$ cat config.mk
export PLATFORM = sky130hd
export DESIGN_NAME = timestamped_frame_slot_scheduler_top
export DESIGN_NICKNAME = d
export VERILOG_FILES = /design/src/hdl/tfss_pkg.sv /design/src/hdl/timestamped_frame_slot_scheduler_top.sv
export SDC_FILE = /design/constraint.sdc
export NUM_CORES = 1
export LEC_CHECK = 0
export ABC_AREA = 1
export BUFFER_PORTS_ARGS = -buffer_cell sky130_fd_sc_hd__buf_2
export CORE_MARGIN = 2
export CORE_UTILIZATION = 45
export CTS_CLUSTER_SIZE = 24
export DETAILED_ROUTE_END_ITERATION = 6
export HOLD_SLACK_MARGIN = 0.1
export PLACE_DENSITY = 0.71
export SYNTH_ARGS = -nofsm -noshare
export SYNTH_HDL_FRONTEND = slang
export SYNTH_SLANG_ARGS = --single-unit
$ cat constraint.sdc
create_clock -name i_clk -period 7.13 [get_ports i_clk]
set_clock_uncertainty 0.1 [all_clocks]
set_input_delay 2.139 -clock i_clk [delete_from_list [all_inputs] [get_ports i_clk]]
set_output_delay 2.139 -clock i_clk [all_outputs]
set_load 0.01 [all_outputs]
$ cat src/hdl/tfss_pkg.sv
// shared types and constants of the frame slot scheduler
`default_nettype none
package tfss_pkg;

    localparam int SLOT_COUNT_DEF = 3;

    localparam int OP_W     = 3;
    localparam int IDX_IN_W = 4;
    localparam int TIME_W   = 32;
    localparam int PERIOD_W = 20;
    localparam int CNT_W    = 32;
    localparam int APB_AW   = 3;
    localparam int APB_DW   = 32;

    localparam logic [PERIOD_W-1:0] PERIOD_RST = PERIOD_W'(33333);

    localparam logic [OP_W-1:0] OP_CLAIM = 3'd0;
    localparam logic [OP_W-1:0] OP_FILL  = 3'd1;
    localparam logic [OP_W-1:0] OP_ABORT = 3'd2;
    localparam logic [OP_W-1:0] OP_TICK  = 3'd3;
    localparam logic [OP_W-1:0] OP_FLUSH = 3'd4;

    typedef enum logic [1:0] {
        ST_EMPTY   = 2'd0,
        ST_FILLING = 2'd1,
        ST_READY   = 2'd2,
        ST_DISPLAY = 2'd3
    } t_slot_st;

    typedef enum logic [3:0] {
        S_IDLE,
        S_CLAIM,
        S_FILL,
        S_GAP,
        S_CHK,
        S_PICK_A,
        S_PICK_B,
        S_SHOW,
        S_DROP_A,
        S_DROP_B,
        S_FLUSH,
        S_DONE
    } t_state;

endpackage
`default_nettype wire

$ cat src/hdl/timestamped_frame_slot_scheduler_top.sv
// frame slot scheduler: slot table, scan sequencer and one shared subtractor
//
// channel   direction  handshake                       payload
// input     in         i_in_valid / o_in_ready         operation, slot_index, frame_stamp, now_time
// output    out        o_out_valid / i_out_ready       granted, shown, result_slot, totals
// config    in         psel/penable/pwrite, pready=1   frame_period at byte address 0
//
// one item at a time: the sequencer takes it in, and before it hands the result over claim and
// flush visit the slots once, fill done and abort take one step, a render tick takes two steps
// for the spacing test, up to two per slot for the pick, one to mark the display and up to two
// per slot for the discard pass, with every comparison through the one subtractor.
// reset empties all slots and restores the frame period; stamps are not cleared.
// a stalled output holds the sequencer in its last step until the transfer.
`default_nettype none
module timestamped_frame_slot_scheduler_top #(
    parameter int SLOT_COUNT = tfss_pkg::SLOT_COUNT_DEF
) (
    input  wire logic                          i_clk,
    input  wire logic                          i_rst_n,

    input  wire logic                          i_in_valid,
    output logic                               o_in_ready,
    input  wire logic [tfss_pkg::OP_W-1:0]     i_operation,
    input  wire logic [tfss_pkg::IDX_IN_W-1:0] i_slot_index,
    input  wire logic [tfss_pkg::TIME_W-1:0]   i_frame_stamp,
    input  wire logic [tfss_pkg::TIME_W-1:0]   i_now_time,

    output logic                               o_out_valid,
    input  wire logic                          i_out_ready,
    output logic                               o_granted,
    output logic                               o_shown,
    output logic [tfss_pkg::IDX_IN_W-1:0]      o_result_slot,
    output logic [tfss_pkg::CNT_W-1:0]         o_decoded_total,
    output logic [tfss_pkg::CNT_W-1:0]         o_dropped_total,

    input  wire logic                          psel,
    input  wire logic                          penable,
    input  wire logic                          pwrite,
    input  wire logic [tfss_pkg::APB_AW-1:0]   paddr,
    input  wire logic [tfss_pkg::APB_DW-1:0]   pwdata,
    output logic [tfss_pkg::APB_DW-1:0]        prdata,
    output logic                               pready
);

    localparam int IDX_W = (SLOT_COUNT > 1) ? $clog2(SLOT_COUNT) : 1;
    localparam logic [IDX_W-1:0] LAST = IDX_W'(SLOT_COUNT - 1);
    localparam logic [tfss_pkg::IDX_IN_W:0] SLOT_LIM = (tfss_pkg::IDX_IN_W + 1)'(SLOT_COUNT);
    localparam int TW = tfss_pkg::TIME_W;
    localparam int PW = tfss_pkg::PERIOD_W;

    tfss_pkg::t_state   r_state, n_state;
    tfss_pkg::t_slot_st r_status [SLOT_COUNT];
    tfss_pkg::t_slot_st n_status [SLOT_COUNT];
    logic [TW-1:0]      r_stamp_mem [SLOT_COUNT];

    logic [PW-1:0]      r_period;
    logic [IDX_W-1:0]   r_idx, n_idx;
    logic [IDX_W-1:0]   r_pick, n_pick;
    logic               r_have, n_have;
    logic [TW-1:0]      r_pick_stamp, n_pick_stamp;
    logic [TW-1:0]      r_acc, n_acc;
    logic               r_flag, n_flag;
    logic               r_is_fill, n_is_fill;
    logic               r_inrange, n_inrange;
    logic [TW-1:0]      r_stamp_in, n_stamp_in;
    logic [TW-1:0]      r_now, n_now;
    logic [IDX_W-1:0]   r_shown_slot, n_shown_slot;
    logic               r_shown_valid, n_shown_valid;
    logic [TW-1:0]      r_last, n_last;
    logic [tfss_pkg::CNT_W-1:0] r_ready_cnt, n_ready_cnt;
    logic [tfss_pkg::CNT_W-1:0] r_drop_cnt, n_drop_cnt;
    logic               r_res_granted, n_res_granted;
    logic               r_res_shown, n_res_shown;
    logic [tfss_pkg::IDX_IN_W-1:0] r_res_slot, n_res_slot;

    logic               r_out_valid, n_out_valid;
    logic               r_o_granted, n_o_granted;
    logic               r_o_shown, n_o_shown;
    logic [tfss_pkg::IDX_IN_W-1:0] r_o_slot, n_o_slot;
    logic [tfss_pkg::CNT_W-1:0]    r_o_dec, n_o_dec;
    logic [tfss_pkg::CNT_W-1:0]    r_o_drop, n_o_drop;

    logic               stamp_we;
    logic [TW-1:0]      cur_stamp;
    tfss_pkg::t_slot_st cur_status;
    logic [TW-1:0]      unit_a, unit_b;
    logic [TW:0]        unit_res;
    logic               cfg_we;

    assign cur_stamp  = r_stamp_mem[r_idx];
    assign cur_status = r_status[r_idx];
    assign unit_res   = {1'b0, unit_a} - {1'b0, unit_b};

    assign cfg_we = psel && penable && pwrite && !paddr[2];
    assign pready = 1'b1;
    assign prdata = paddr[2] ? '0 : {{(tfss_pkg::APB_DW - PW){1'b0}}, r_period};

    assign o_out_valid     = r_out_valid;
    assign o_granted       = r_o_granted;
    assign o_shown         = r_o_shown;
    assign o_result_slot   = r_o_slot;
    assign o_decoded_total = r_o_dec;
    assign o_dropped_total = r_o_drop;

    always_ff @(posedge i_clk) begin
        if (!i_rst_n) begin
            r_state       <= tfss_pkg::S_IDLE;
            for (int i = 0; i < SLOT_COUNT; i++) begin
                r_status[i] <= tfss_pkg::ST_EMPTY;
            end
            r_period      <= tfss_pkg::PERIOD_RST;
            r_shown_slot  <= '0;
            r_shown_valid <= 1'b0;
            r_last        <= '0;
            r_ready_cnt   <= '0;
            r_drop_cnt    <= '0;
            r_out_valid   <= 1'b0;
            r_have        <= 1'b0;
        end else begin
            r_state       <= n_state;
            r_status      <= n_status;
            if (cfg_we) begin
                r_period <= pwdata[PW-1:0];
            end
            r_shown_slot  <= n_shown_slot;
            r_shown_valid <= n_shown_valid;
            r_last        <= n_last;
            r_ready_cnt   <= n_ready_cnt;
            r_drop_cnt    <= n_drop_cnt;
            r_out_valid   <= n_out_valid;
            r_have        <= n_have;
        end
    end

    always_ff @(posedge i_clk) begin
        r_idx         <= n_idx;
        r_pick        <= n_pick;
        r_pick_stamp  <= n_pick_stamp;
        r_acc         <= n_acc;
        r_flag        <= n_flag;
        r_is_fill     <= n_is_fill;
        r_inrange     <= n_inrange;
        r_stamp_in    <= n_stamp_in;
        r_now         <= n_now;
        r_res_granted <= n_res_granted;
        r_res_shown   <= n_res_shown;
        r_res_slot    <= n_res_slot;
        r_o_granted   <= n_o_granted;
        r_o_shown     <= n_o_shown;
        r_o_slot      <= n_o_slot;
        r_o_dec       <= n_o_dec;
        r_o_drop      <= n_o_drop;
    end

    // stamp store
    always_ff @(posedge i_clk) begin
        if (stamp_we) begin
            r_stamp_mem[r_idx] <= r_stamp_in;
        end
    end

    always_comb begin
        n_state       = r_state;
        n_status      = r_status;
        n_idx         = r_idx;
        n_pick        = r_pick;
        n_have        = r_have;
        n_pick_stamp  = r_pick_stamp;
        n_acc         = r_acc;
        n_flag        = r_flag;
        n_is_fill     = r_is_fill;
        n_inrange     = r_inrange;
        n_stamp_in    = r_stamp_in;
        n_now         = r_now;
        n_shown_slot  = r_shown_slot;
        n_shown_valid = r_shown_valid;
        n_last        = r_last;
        n_ready_cnt   = r_ready_cnt;
        n_drop_cnt    = r_drop_cnt;
        n_res_granted = r_res_granted;
        n_res_shown   = r_res_shown;
        n_res_slot    = r_res_slot;
        n_out_valid   = r_out_valid && !i_out_ready;
        n_o_granted   = r_o_granted;
        n_o_shown     = r_o_shown;
        n_o_slot      = r_o_slot;
        n_o_dec       = r_o_dec;
        n_o_drop      = r_o_drop;
        o_in_ready    = 1'b0;
        stamp_we      = 1'b0;
        unit_a        = r_now;
        unit_b        = cur_stamp;

        unique case (r_state)
            tfss_pkg::S_IDLE: begin
                o_in_ready = 1'b1;
                if (i_in_valid) begin
                    n_is_fill     = (i_operation == tfss_pkg::OP_FILL);
                    n_inrange     = ({1'b0, i_slot_index} < SLOT_LIM);
                    n_stamp_in    = i_frame_stamp;
                    n_now         = i_now_time;
                    n_res_granted = 1'b0;
                    n_res_shown   = 1'b0;
                    n_res_slot    = '0;
                    n_idx         = '0;
                    case (i_operation) inside
                        tfss_pkg::OP_CLAIM: n_state = tfss_pkg::S_CLAIM;
                        tfss_pkg::OP_FILL, tfss_pkg::OP_ABORT: begin
                            n_idx   = i_slot_index[IDX_W-1:0];
                            n_state = tfss_pkg::S_FILL;
                        end
                        tfss_pkg::OP_TICK:  n_state = tfss_pkg::S_GAP;
                        tfss_pkg::OP_FLUSH: n_state = tfss_pkg::S_FLUSH;
                        default:            n_state = tfss_pkg::S_DONE;
                    endcase
                end
            end
            tfss_pkg::S_CLAIM: begin
                if (cur_status == tfss_pkg::ST_EMPTY) begin
                    n_status[r_idx] = tfss_pkg::ST_FILLING;
                    n_res_granted   = 1'b1;
                    n_res_slot      = tfss_pkg::IDX_IN_W'(r_idx);
                    n_state         = tfss_pkg::S_DONE;
                end else if (r_idx == LAST) begin
                    n_state = tfss_pkg::S_DONE;
                end else begin
                    n_idx = r_idx + 1'b1;
                end
            end
            tfss_pkg::S_FILL: begin
                if (r_inrange && cur_status == tfss_pkg::ST_FILLING) begin
                    if (r_is_fill) begin
                        n_status[r_idx] = tfss_pkg::ST_READY;
                        stamp_we        = 1'b1;
                        n_ready_cnt     = r_ready_cnt + 1'b1;
                    end else begin
                        n_status[r_idx] = tfss_pkg::ST_EMPTY;
                    end
                end
                n_state = tfss_pkg::S_DONE;
            end
            tfss_pkg::S_GAP: begin
                unit_a  = r_now;
                unit_b  = r_last;
                n_acc   = unit_res[TW-1:0];
                n_state = tfss_pkg::S_CHK;
            end
            tfss_pkg::S_CHK: begin
                unit_a = r_acc;
                unit_b = TW'(r_period);
                if (unit_res[TW]) begin
                    n_state = tfss_pkg::S_DONE;
                end else begin
                    if (r_shown_valid) begin
                        n_status[r_shown_slot] = tfss_pkg::ST_EMPTY;
                    end
                    n_shown_valid = 1'b0;
                    n_have        = 1'b0;
                    n_idx         = '0;
                    n_state       = tfss_pkg::S_PICK_A;
                end
            end
            tfss_pkg::S_PICK_A: begin
                unit_a = r_now;
                unit_b = cur_stamp;
                if (cur_status == tfss_pkg::ST_READY && r_have) begin
                    n_flag  = !unit_res[TW];
                    n_state = tfss_pkg::S_PICK_B;
                end else begin
                    if (cur_status == tfss_pkg::ST_READY) begin
                        n_have       = 1'b1;
                        n_pick       = r_idx;
                        n_pick_stamp = cur_stamp;
                    end
                    if (r_idx == LAST) begin
                        n_state = tfss_pkg::S_SHOW;
                    end else begin
                        n_idx = r_idx + 1'b1;
                    end
                end
            end
            tfss_pkg::S_PICK_B: begin
                unit_a = r_pick_stamp;
                unit_b = cur_stamp;
                if (r_flag && unit_res[TW]) begin
                    n_pick       = r_idx;
                    n_pick_stamp = cur_stamp;
                end
                if (r_idx == LAST) begin
                    n_state = tfss_pkg::S_SHOW;
                end else begin
                    n_idx   = r_idx + 1'b1;
                    n_state = tfss_pkg::S_PICK_A;
                end
            end
            tfss_pkg::S_SHOW: begin
                if (!r_have) begin
                    n_state = tfss_pkg::S_DONE;
                end else begin
                    n_status[r_pick] = tfss_pkg::ST_DISPLAY;
                    n_shown_slot     = r_pick;
                    n_shown_valid    = 1'b1;
                    n_last           = r_now;
                    n_res_shown      = 1'b1;
                    n_res_slot       = tfss_pkg::IDX_IN_W'(r_pick);
                    n_idx            = '0;
                    n_state          = tfss_pkg::S_DROP_A;
                end
            end
            tfss_pkg::S_DROP_A: begin
                unit_a = r_now;
                unit_b = cur_stamp;
                if (r_idx != r_pick && cur_status == tfss_pkg::ST_READY) begin
                    n_acc   = unit_res[TW-1:0];
                    n_flag  = !unit_res[TW];
                    n_state = tfss_pkg::S_DROP_B;
                end else if (r_idx == LAST) begin
                    n_state = tfss_pkg::S_DONE;
                end else begin
                    n_idx = r_idx + 1'b1;
                end
            end
            tfss_pkg::S_DROP_B: begin
                // late when now - stamp exceeds the period
                unit_a = TW'(r_period);
                unit_b = r_acc;
                if (r_flag && unit_res[TW]) begin
                    n_status[r_idx] = tfss_pkg::ST_EMPTY;
                    n_drop_cnt      = r_drop_cnt + 1'b1;
                end
                if (r_idx == LAST) begin
                    n_state = tfss_pkg::S_DONE;
                end else begin
                    n_idx   = r_idx + 1'b1;
                    n_state = tfss_pkg::S_DROP_A;
                end
            end
            tfss_pkg::S_FLUSH: begin
                if (cur_status != tfss_pkg::ST_DISPLAY) begin
                    n_status[r_idx] = tfss_pkg::ST_EMPTY;
                end
                if (r_idx == LAST) begin
                    n_state = tfss_pkg::S_DONE;
                end else begin
                    n_idx = r_idx + 1'b1;
                end
            end
            tfss_pkg::S_DONE: begin
                if (!r_out_valid || i_out_ready) begin
                    n_out_valid = 1'b1;
                    n_o_granted = r_res_granted;
                    n_o_shown   = r_res_shown;
                    n_o_slot    = r_res_slot;
                    n_o_dec     = r_ready_cnt;
                    n_o_drop    = r_drop_cnt;
                    n_state     = tfss_pkg::S_IDLE;
                end
            end
            default: n_state = tfss_pkg::S_IDLE;
        endcase
    end

endmodule
`default_nettype wire

Yosys cells after proc, flatten, opt, wreduce, memory -nomap -nowiden
Memories as Yosys holds them, arrays and structs flattened. A register that Yosys moved wholly into a read port is not among the register bits. Index checks and enable logic that the tools add are counted.

Bits in registers: 342. Bits in writable memories: 96. Bits of input ports: 113. Output and inout port bits: 105. Word-level logic and storage cells: 222. Memories: 1.

$add $sub $neg: 4. Magnitude comparators: 7. Equal/unequal tests: 37. Muxes and demuxes: 83. Bitwise gates (word level): 14. Reduce and logical (&&, ||, !) cells: 47.

Memory list: r_stamp_mem (depth 3, width 32, read ports 1, clocked after Yosys merged registers in 1, wr ports 1, line timestamped_frame_slot_scheduler_top.sv:54) `logic [TW-1:0] r_stamp_mem [SLOT_COUNT];`.

Operators with widths (count): 32-bit one-hot mux with 3 select lines (2); 32-bit two-way mux (4); 32-bit one-hot mux with 2 select lines (2); 32-bit by 1-bit adder with 32-bit output, second input constant (2); 4-bit two-way mux (14); 6-bit two-way mux (8); 4-bit one-hot mux with 12 select lines (1); 2-bit two-way mux (21); 6-bit one-hot mux with 6 select lines (1); 2-bit inequality test, second input constant (17); 32-bit by 32-bit subtractor with 33-bit output (1); 20-bit two-way mux (1); 3-bit AND reduction (6); 1-bit two-way mux (17); 4-bit by 3-bit == test with 1-bit output, second input constant (4); 4-bit == test, second input constant (4); 2-bit one-hot mux with 7 select lines (1); 2-bit nonzero test (7); 6-bit AND (2); 2-bit demux with 2-bit select (3); 6-bit NOT (2); 4-bit one-hot mux with 3 select lines (1); 4-bit AND reduction (3); 1-bit logical AND (11); 34 further kinds (57).

Logic depth before layout (Yosys ltp)
Gate-level depths: netlist of run 1.

Word-level depth: 10. Gate-level depth with buffers: 24. Mapped depth without buffers: 23.

Worst setup path before layout of run 1
No wires, ideal clock.

Path kind: in2reg. From: input port i_out_ready. To: register r_o_dec (netlist bit o_decoded_total[0]), enable pin. Data arrival time: 5513 ps. Data required time: 6513 ps. Slack: 1000 ps. Stages on the path: 2. Cell sequence: inv_1 a21oi_1.

Word-level cells in the longest chain between the ends: 2.

Ends and longest elaborated chain: start, declared (line timestamped_frame_slot_scheduler_top.sv:29) `input wire logic i_out_ready,`; 1-bit logical OR (line timestamped_frame_slot_scheduler_top.sv:349) `if (!r_out_valid || i_out_ready) begin`; 2-bit AND reduction (no source line); end signal, assigned (line timestamped_frame_slot_scheduler_top.sv:151) `r_o_dec <= n_o_dec;`; end, declared (line timestamped_frame_slot_scheduler_top.sv:80) `logic [tfss_pkg::CNT_W-1:0] r_o_dec, n_o_dec;`.

No other way between the ends. A chain may end at the register's enable or synchronous reset.

Worst setup path after layout of run 1
From: register r_state[1]. To: register r_drop_cnt[11] (netlist name).

Word-level cells in the longest chain between the ends: 5. Elaborated cells between the ends (all ways): 9. Classes of those cells: 1 x add/sub; 4 x eq/ne; 2 x mux; 2 x reduce/logical.

Ends and longest elaborated chain: start, declared (line timestamped_frame_slot_scheduler_top.sv:51) `tfss_pkg::t_state r_state, n_state;`; start signal, assigned (line timestamped_frame_slot_scheduler_top.sv:107) `r_state <= tfss_pkg::S_IDLE;`; start signal, assigned (line timestamped_frame_slot_scheduler_top.sv:120) `r_state <= n_state;`; 4-bit == test (tied with other cells) (line timestamped_frame_slot_scheduler_top.sv:194) `unique case (r_state)`; 32-bit one-hot mux with 3 select lines (line timestamped_frame_slot_scheduler_top.sv:194); 32-bit by 32-bit subtractor with 33-bit output (line timestamped_frame_slot_scheduler_top.sv:92) `assign unit_res = {1'b0, unit_a} - {1'b0, unit_b};`; 1-bit logical AND (line timestamped_frame_slot_scheduler_top.sv:327) `if (r_flag && unit_res[TW]) begin`; 2-bit AND reduction (no source line) *; end signal, assigned (line timestamped_frame_slot_scheduler_top.sv:129) `r_drop_cnt <= n_drop_cnt;`; end, declared (line timestamped_frame_slot_scheduler_top.sv:71) `logic [tfss_pkg::CNT_W-1:0] r_drop_cnt, n_drop_cnt;`.

Mark *: on every way between the ends. The rest lies on a longest branch, timed or not.

==> results.py, run 1 <==
metrics = {
    "floorplan": {
        "die_area_mm2": 0.04683,
        "die_h_um": 216.4,
        "core_mm2": 0.04441,
        "ios": 218,
        "rows": 77,
        "chipWidth_um": 216.4,
        "start_util_pct": 45.71,
    },
    "critical_path": {
        "cpMostUsedCell": "nand2_1",
        "r2r_start": "r_state[1]",
        "cp_data_required_time_ns": 7.48,
        "crit_family": "simple AND/OR/NAND/NOR gates",
        "cp_max_fo": 39,
        "rrSetupSlack_ns": 1.51,
        "cp-end-kind": "flop",
        "path_class": "flop to flop",
        "cp.arrival_ns": 5.97,
        "r2r_end": "r_drop_cnt[11]",
        "critPathSlowestCell": "nor2_4",
        "crit_path_max_incr_delay_ns": 0.68,
        "startpoint_type": "flop",
        "path_buf_inv": 6,
        "path_cells": "inv_2 > nand2_1 > inv_2 > nand2_1 > buf_4 > nand2_1 > buf_4 > buf_4 > nor2_1 > a21oi_1 > ha_1 > a21oi_1 > nand2_1 > a21oi_2 > nand2_4 > nand2_4 > nand3_4 > nor2_4 > clkinv_2 > nand2_1 > a21oi_1",
        "reg2reg_depth": 21,
    },
    "global_route": {
        "grt_use_met3_pct": 4.084,
        "busiest_layer": "met2",
        "use_met2_pct": 36.11,
        "antenna_found_initial": 1,
        "met1_usage_pct": 32.02,
        "grt_pass1_vias": 15270,
        "grt_pass1_wl_um": 84390,
        "grt_max_degree": 69,
        "grt_usage_pct": 22.93,
        "grt_remaining_overflow": 0,
    },
    "detailed_routing": {
        "first_pass_iters": 7,
        "remaining_drc_errors": 0,
        "wl_um": 54590,
        "wl_per_cell_um": 18.55,
        "antenna_left": 0,
        "drt-initial-drc-count": 1255,
        "vias": 16020,
        "via_per_inst": 5.444,
    },
    "timing": {
        "max_freq_mhz": 178.0,
        "setup_viol": 0,
        "final-max-slew-violation-count": 0,
        "worst_pin_slew_ns": 1.153,
        "period_needed_ns": 5.618,
        "hold_violations": 0,
        "slew_headroom_pct": 22.86,
        "timing.hold.ws_ns": 0.3387,
        "rsz0062_at_grt": "no",
        "tns_ns": 0,
        "period_share_pct": 78.80,
    },
    "clocking": {
        "cts_hold_buf": 0,
        "insertion_delay_ns": 0.60,
        "tritoncts": "built",
        "numClockSinks": 436,
        "cts.path.max_buffers": 3,
        "cts_setup_buffers": 0,
        "numCtsBuffers": 47,
        "cts_root_buf": "clkbuf_16",
        "clkTransAtPathRegs_ns": 0.06,
        "h-tree-depth": 2,
        "ctsResizeCount": 0,
    },
    "power_and_ir_drop": {
        "vdd_drop_max_mv": 0.2218,
        "p_clk_share_pct": 26.1,
        "p_switching_w": 0.003530,
        "p_sw_share_pct": 38.27,
        "leakagePower_nw": 8.716,
        "combinationalPowerShare_pct": 38.2,
        "seq_power_share_pct": 35.6,
        "p_int_w": 0.005695,
        "cellPowerDensity_mw_per_mm2": 395.6,
    },
    "synth": {
        "yosys.area.top_type": "edfxtp_1",
        "yosysUniqueCellTypes": 59,
        "ys_seq_area_share_pct": 57.94,
        "avgSynthCellArea_um2": 9.526,
        "synth.most_common_cell": "nand2_1",
        "ys_warn_count": 0,
        "synth.top_cells.by_area": "edfxtp_1 (45%), dfxtp_1 (13%), nand2_1 (7.8%), a21oi_1 (6.2%), inv_1 (3.5%)",
        "yosysTopAreaCellShare_pct": 44.82,
        "syn_area_mm2": 0.02030,
        "synth_common_cells": "nand2_1 (421), edfxtp_1 (303), a21oi_1 (253), inv_1 (187), nor2_1 (185)",
        "synth-seq-cells": 436,
        "ys.flop_type": "edfxtp_1",
        "syn_inst": 2131,
        "synth-edff-count": 303,
        "async_flop_share_pct": 0,
    },
    "place": {
        "dp_hpwl_um": 38670,
        "io_buffer_count": 188,
        "gp_congestion": 0.9465,
    },
    "cells_and_area": {
        "syn_to_final_growth_pct": 14.87,
        "nNetsFinal": 2460,
        "fillers": 3982,
        "drive_gt1_share_pct": 14.91,
    },
    "min_path": {
        "whs_path_depth": 0,
        "min_to": "o_result_slot[0]",
        "hold_path_startpoint": "r_res_slot[0]",
        "hold_class": "flop to flop",
    },
    "status": {
        "status": "complete, no violations",
    },
    "job": {
        "maxCapViolCount": 0,
    },
}
cells in the final DEF, fill, tap and decap left out, drive strengths merged, types with 3 or more instances in the layout:
cell type	n
clkbuf	56
conb	15
dfxtp	133
o21a	3
o2111ai	6
inv	214
a211oi	3
o21bai	8
a221oi	21
o32ai	3
a31oi	10
nand4	21
bufinv	3
nor4	13
a41oi	5
nor2	197
nand2	429
o21ai	97
nor3	38
xnor2	22
a21boi	4
clkinv	18
o221ai	12
ha	37
clkinvlp	6
a21oi	255
nand3	81
xor2	46
diode	3
edfxtp	303
or2	6
o211ai	17
buf	210
nor3b	4
a21o	4
o22ai	34
area by class of cell:
class	count	area [um2]	area share [%]
Antenna cell	3	7.507	0.03219
Clock buffer	56	1240	5.317
Clock inverter	31	287.8	1.234
Inverter	210	789.5	3.386
Multi-Input combinational cell	1404	7386	31.67
Sequential cell	436	11760	50.44
Tap cell	592	740.7	3.176
Timing Repair Buffer	210	1106	4.743
sequential cells by signal (all words and copies together), names as in the netlist, 2 cells and up, named ones only:
signal,flops
r_pick,2
r_res_slot,2
r_status,6
o_result_slot,2
r_drop_cnt,32
o_decoded_total,32
r_last,32
r_idx,2
r_pick_stamp,32
r_now,32
r_stamp_mem,96
r_period,20
r_acc,32
o_dropped_total,32
r_ready_cnt,32
r_stamp_in,32
r_shown_slot,2
r_state,4
cells by family after synthesis:
| family | count (synthesis) | share of synthesized area, % |
|---|---|---|
| AOI/OAI and AO/OA | 490 | 13.88 |
| adders and majority gates | 38 | 2.379 |
| buffers and inverters | 304 | 6.163 |
| other | 2 | 0.03699 |
| and+or+nand+nor | 793 | 16.67 |
| DFF | 436 | 57.94 |
| xor gates and xnor gates | 68 | 2.934 |
stage by stage:
step / setup slack [ns] / total power (W) / utilization [%] / cell area [um2] / std cells
2_1_floorplan: 1.000 / 0.005831 / - / 20350 / 2144
3_3_place_gp: 1.649 / 0.006780 / 49.05 / 21780 / 2852
3_5_place_dp: 1.565 / 0.006812 / 49.05 / 21780 / 2852
4_1_cts: 1.515 / 0.009246 / 52.49 / 23310 / 2939
5_1_grt: 1.012 / 0.009791 / 52.49 / 23310 / 2939
6_report: 1.512 / 0.009225 / 52.50 / 23320 / 2942
worst max-delay path by stage:
stage           startpoint                 end  slack [ns]  depth (start not counted)
5_1_grt         r_state[2]      r_drop_cnt[17]        1.01                         21
4_1_cts         r_state[1]      r_drop_cnt[11]        1.52                         20
3_3_place_gp    r_state[2]       r_drop_cnt[1]        1.65                         20
2_1_floorplan  i_out_ready  o_decoded_total[0]        1.00                          2
3_5_place_dp    r_state[1]       r_drop_cnt[5]        1.56                         20
6_report        r_state[1]      r_drop_cnt[11]        1.51                         21
power by group through the flow:
stage | clock (W) | sequential [W] | combinational [W]
final | 0.00241 | 0.00329 | 0.00353
after detailed placement | 0 | 0.00334 | 0.00348
after CTS | 0.00246 | 0.00329 | 0.00350
after floorplan | 0 | 0.00330 | 0.00253
after global placement | 0 | 0.00333 | 0.00345
after global routing | 0.00256 | 0.00331 | 0.00392
worst register-to-register path, stage by stage (launching register included):
cell      delay [ns]
dfxtp_1         0.40
inv_2           0.09
nand2_1         0.16
inv_2           0.07
nand2_1         0.07
buf_4           0.45
nand2_1         0.62
buf_4           0.40
buf_4           0.19
nor2_1          0.12
a21oi_1         0.06
ha_1            0.37
a21oi_1         0.24
nand2_1         0.10
a21oi_2         0.15
nand2_4         0.10
nand2_4         0.10
nand3_4         0.11
nor2_4          0.68
clkinv_2        0.60
nand2_1         0.19
a21oi_1         0.09
routing by layer:
layer / vias to the layer above / wire [um]
met5: - / 0
met4: 0 / 1556
met3: 106 / 3738
met2: 593 / 24990
met1: 7589 / 24300
li1: 7728 / -
(Power assumes the default switching activity.)
==> run 2: changes to the inputs <==
ABC_AREA = 0   (was 1)
clock period = 5.3 ns   (was 7.13 ns; I/O delays follow)
==> results.py, run 2 <==
metrics = {
    "status": {
        "status": "finished with violations",
        "violations": "DRC",
    },
    "place": {
        "gp_congestion": 0.9193,
        "dpl-instance-area_mm2": 0.02055,
        "dp_hpwl_um": 29830,
        "io_buffer_count": 188,
    },
    "critical_path": {
        "crit_end": "r_status[0]",
        "cp_data_required_time_ns": 5.66,
        "startpoint_type": "flop",
        "cp_max_fo": 14,
        "r2r_start": "r_state[0]",
        "r2r_end": "r_status[0]",
        "path_cells": "nand2_1 > nor2_4 > nor2_1 > buf_4 > a222oi_1 > inv_1 > ha_1 > and3_1 > nand2_1 > or4_1 > o31a_1 > a21o_1 > inv_2 > nor2_1 > or3_1 > o221a_1",
        "path_buf_inv": 3,
        "rrSetupSlack_ns": 0.38,
        "cp.arrival_ns": 5.28,
        "crit_path_max_incr_delay_ns": 0.63,
        "crit_start": "r_state[0]",
        "critPathSlowestCell": "dfxtp_1",
        "cp_num_cells": 16,
        "path_class": "flop to flop",
        "reg2reg_depth": 16,
        "cp-end-kind": "flop",
        "crit_family": "simple AND/OR/NAND/NOR gates",
    },
    "floorplan": {
        "start_util_pct": 45.35,
        "rows": 75,
        "die_h_um": 209.1,
        "die_area_mm2": 0.04374,
        "core_mm2": 0.04176,
        "ios": 218,
        "chipWidth_um": 209.1,
    },
    "timing": {
        "hold_violations": 0,
        "tns_ns": 0,
        "period_needed_ns": 4.923,
        "max_freq_mhz": 203.1,
        "final-max-slew-violation-count": 0,
        "slew_headroom_pct": 31.97,
        "setup_viol": 0,
        "rsz0062_at_grt": "no",
        "worst_pin_slew_ns": 1.020,
        "period_share_pct": 92.89,
    },
    "detailed_routing": {
        "wl_um": 44350,
        "first_pass_iters": 7,
        "drt-initial-drc-count": 1468,
        "wl_per_cell_um": 18.40,
        "remaining_drc_errors": 14,
        "antenna_left": 0,
        "via_per_inst": 5.630,
        "vias": 13570,
    },
    "global_route": {
        "grt_remaining_overflow": 0,
        "grt_max_degree": 64,
        "antenna_found_initial": 0,
        "grt_pass1_vias": 13000,
        "grt_pass1_wl_um": 69520,
        "grt_usage_pct": 20.04,
    },
    "synth": {
        "ys_seq_area_share_pct": 62.11,
        "async_flop_share_pct": 0,
        "synth-seq-cells": 436,
        "synth-edff-count": 303,
        "yosys.area.top_type": "edfxtp_1",
        "syn_area_mm2": 0.01894,
        "ys.flop_type": "edfxtp_1",
        "ys_warn_count": 0,
        "synth.most_common_cell": "edfxtp_1",
        "yosysUniqueCellTypes": 68,
        "yosysTopAreaCellShare_pct": 48.05,
        "synth_common_cells": "edfxtp_1 (303), nand2_1 (206), a21oi_1 (138), dfxtp_1 (133), nor2_1 (104)",
        "avgSynthCellArea_um2": 11.52,
        "synth.top_cells.by_area": "edfxtp_1 (48%), dfxtp_1 (14%), nand2_1 (4.1%), a21oi_1 (3.6%), a222oi_1 (3.4%)",
        "syn_inst": 1644,
    },
    "min_path": {
        "hold_class": "flop to flop",
    },
    "power_and_ir_drop": {
        "p_switching_w": 0.003901,
        "p_sw_share_pct": 33.39,
        "vdd_drop_max_mv": 0.3238,
        "seq_power_share_pct": 37.8,
        "cellPowerDensity_mw_per_mm2": 527.2,
        "leakagePower_nw": 7.919,
        "combinationalPowerShare_pct": 33.2,
        "p_clk_share_pct": 28.9,
        "p_int_w": 0.007783,
    },
    "cells_and_area": {
        "fillers": 3473,
        "design_area_mm2": 0.02216,
        "final_common_cell": "edfxtp_1",
        "regMostFlops": "r_stamp_mem",
        "multi_input_area_mm2": 0.006643,
        "drive_gt1_share_pct": 18.01,
        "syn_to_final_growth_pct": 17.04,
        "nNetsFinal": 1984,
        "largest_reg_flops": 96,
        "final_cell_mix": "edfxtp_1 (303), nand2_1 (205), buf_2 (188)",
        "register_area_mm2": 0.01176,
    },
    "clocking": {
        "cts_setup_buffers": 0,
        "clkTransAtPathRegs_ns": 0.06,
        "tritoncts": "built",
        "cts_root_buf": "clkbuf_16",
        "cts.path.max_buffers": 3,
        "insertion_delay_ns": 0.57,
        "ctsResizeCount": 0,
        "numClockSinks": 436,
        "numCtsBuffers": 46,
        "h-tree-depth": 2,
        "cts_hold_buf": 0,
    },
    "job": {
        "maxCapViolCount": 0,
    },
}
-- run 2: cell count changes after synthesis, moves of 16 or more --
| cell | delta |
|---|---|
| inv_2 | -19 |
| nor2b_1 | +32 |
| o22ai_1 | -32 |
| a222oi_1 | +64 |
| a21oi_1 | -115 |
| nand3_1 | -41 |
| a221oi_1 | -20 |
| inv_1 | -151 |
| a21boi_0 | +16 |
| mux2i_1 | +36 |
| nor2_1 | -81 |
| clkbuf_1 | +20 |
| or3_1 | +39 |
| nand2_1 | -215 |
-- run 2: power by group through the flow --
stage               Combinational (W)  Clock [W]  Sequential, W
floorplan                     0.00286          0        0.00438
global placement              0.00375          0        0.00448
detailed placement            0.00382          0        0.00449
CTS                           0.00385    0.00344        0.00442
global route                  0.00431    0.00358        0.00445
finish                        0.00388    0.00338        0.00442
-- run 2: through the flow --
step                      hold slack (ns)  util (%)  worst slack (ns)  std cells  total power (W)
after floorplan                    0.3003         -            0.4653       1657         0.007239
final                              0.3181     53.07            0.3766       2411          0.01168
after CTS                          0.3195     53.07            0.4376       2410          0.01171
after detailed placement           0.3045     49.22            0.4786       2324         0.008304
after global placement             0.3059     49.22            0.5222       2324         0.008230
after global routing               0.3295     53.07           0.09234       2410          0.01233
-- run 2: logic make-up after synthesis --
| logic type | after synthesis | share of synthesized area, % |
|---|---|---|
| AND/OR/NAND/NOR | 526 | 13.18 |
| flip-flops | 436 | 62.11 |
| AO/OA/AOI/OAI | 399 | 13.96 |
| buffers and inverters | 143 | 3.271 |
| XOR/XNOR | 62 | 2.868 |
| adder cells (fa/ha/maj) | 38 | 2.551 |
| multiplexers | 38 | 2.022 |
| other | 2 | 0.03966 |
-- run 2: layer usage --
layer | vias to the layer above | global-route usage (%) | wire, um
met4 | 0 | 7.365 | 1144
met1 | 6460 | 27.53 | 19140
met3 | 67 | 3.396 | 3474
li1 | 6490 | - | -
met2 | 556 | 32.09 | 20590
met5 | - | 0 | 0
-- run 2: worst min path at each step --
stage	start	endpoint	slack, ns	cells past startpoint
floorplan	r_res_granted	o_granted	0.30	0
global placement	r_res_slot[1]	o_result_slot[1]	0.31	0
detailed placement	r_res_slot[0]	o_result_slot[0]	0.30	0
CTS	r_res_slot[0]	o_result_slot[0]	0.32	0
global route	r_res_slot[0]	o_result_slot[0]	0.33	0
finish	r_res_slot[0]	o_result_slot[0]	0.32	0
-- run 2: layout make-up --
cell class | instances | share of cell area (%)
inverters | 38 | 0.6492
flip-flops and latches | 436 | 53.07
diodes | 1 | 0.01129
well taps | 539 | 3.043
multi-input cells | 1078 | 29.97
clock inverters | 35 | 1.688
repair buffers | 233 | 5.996
clock buffers | 51 | 5.567
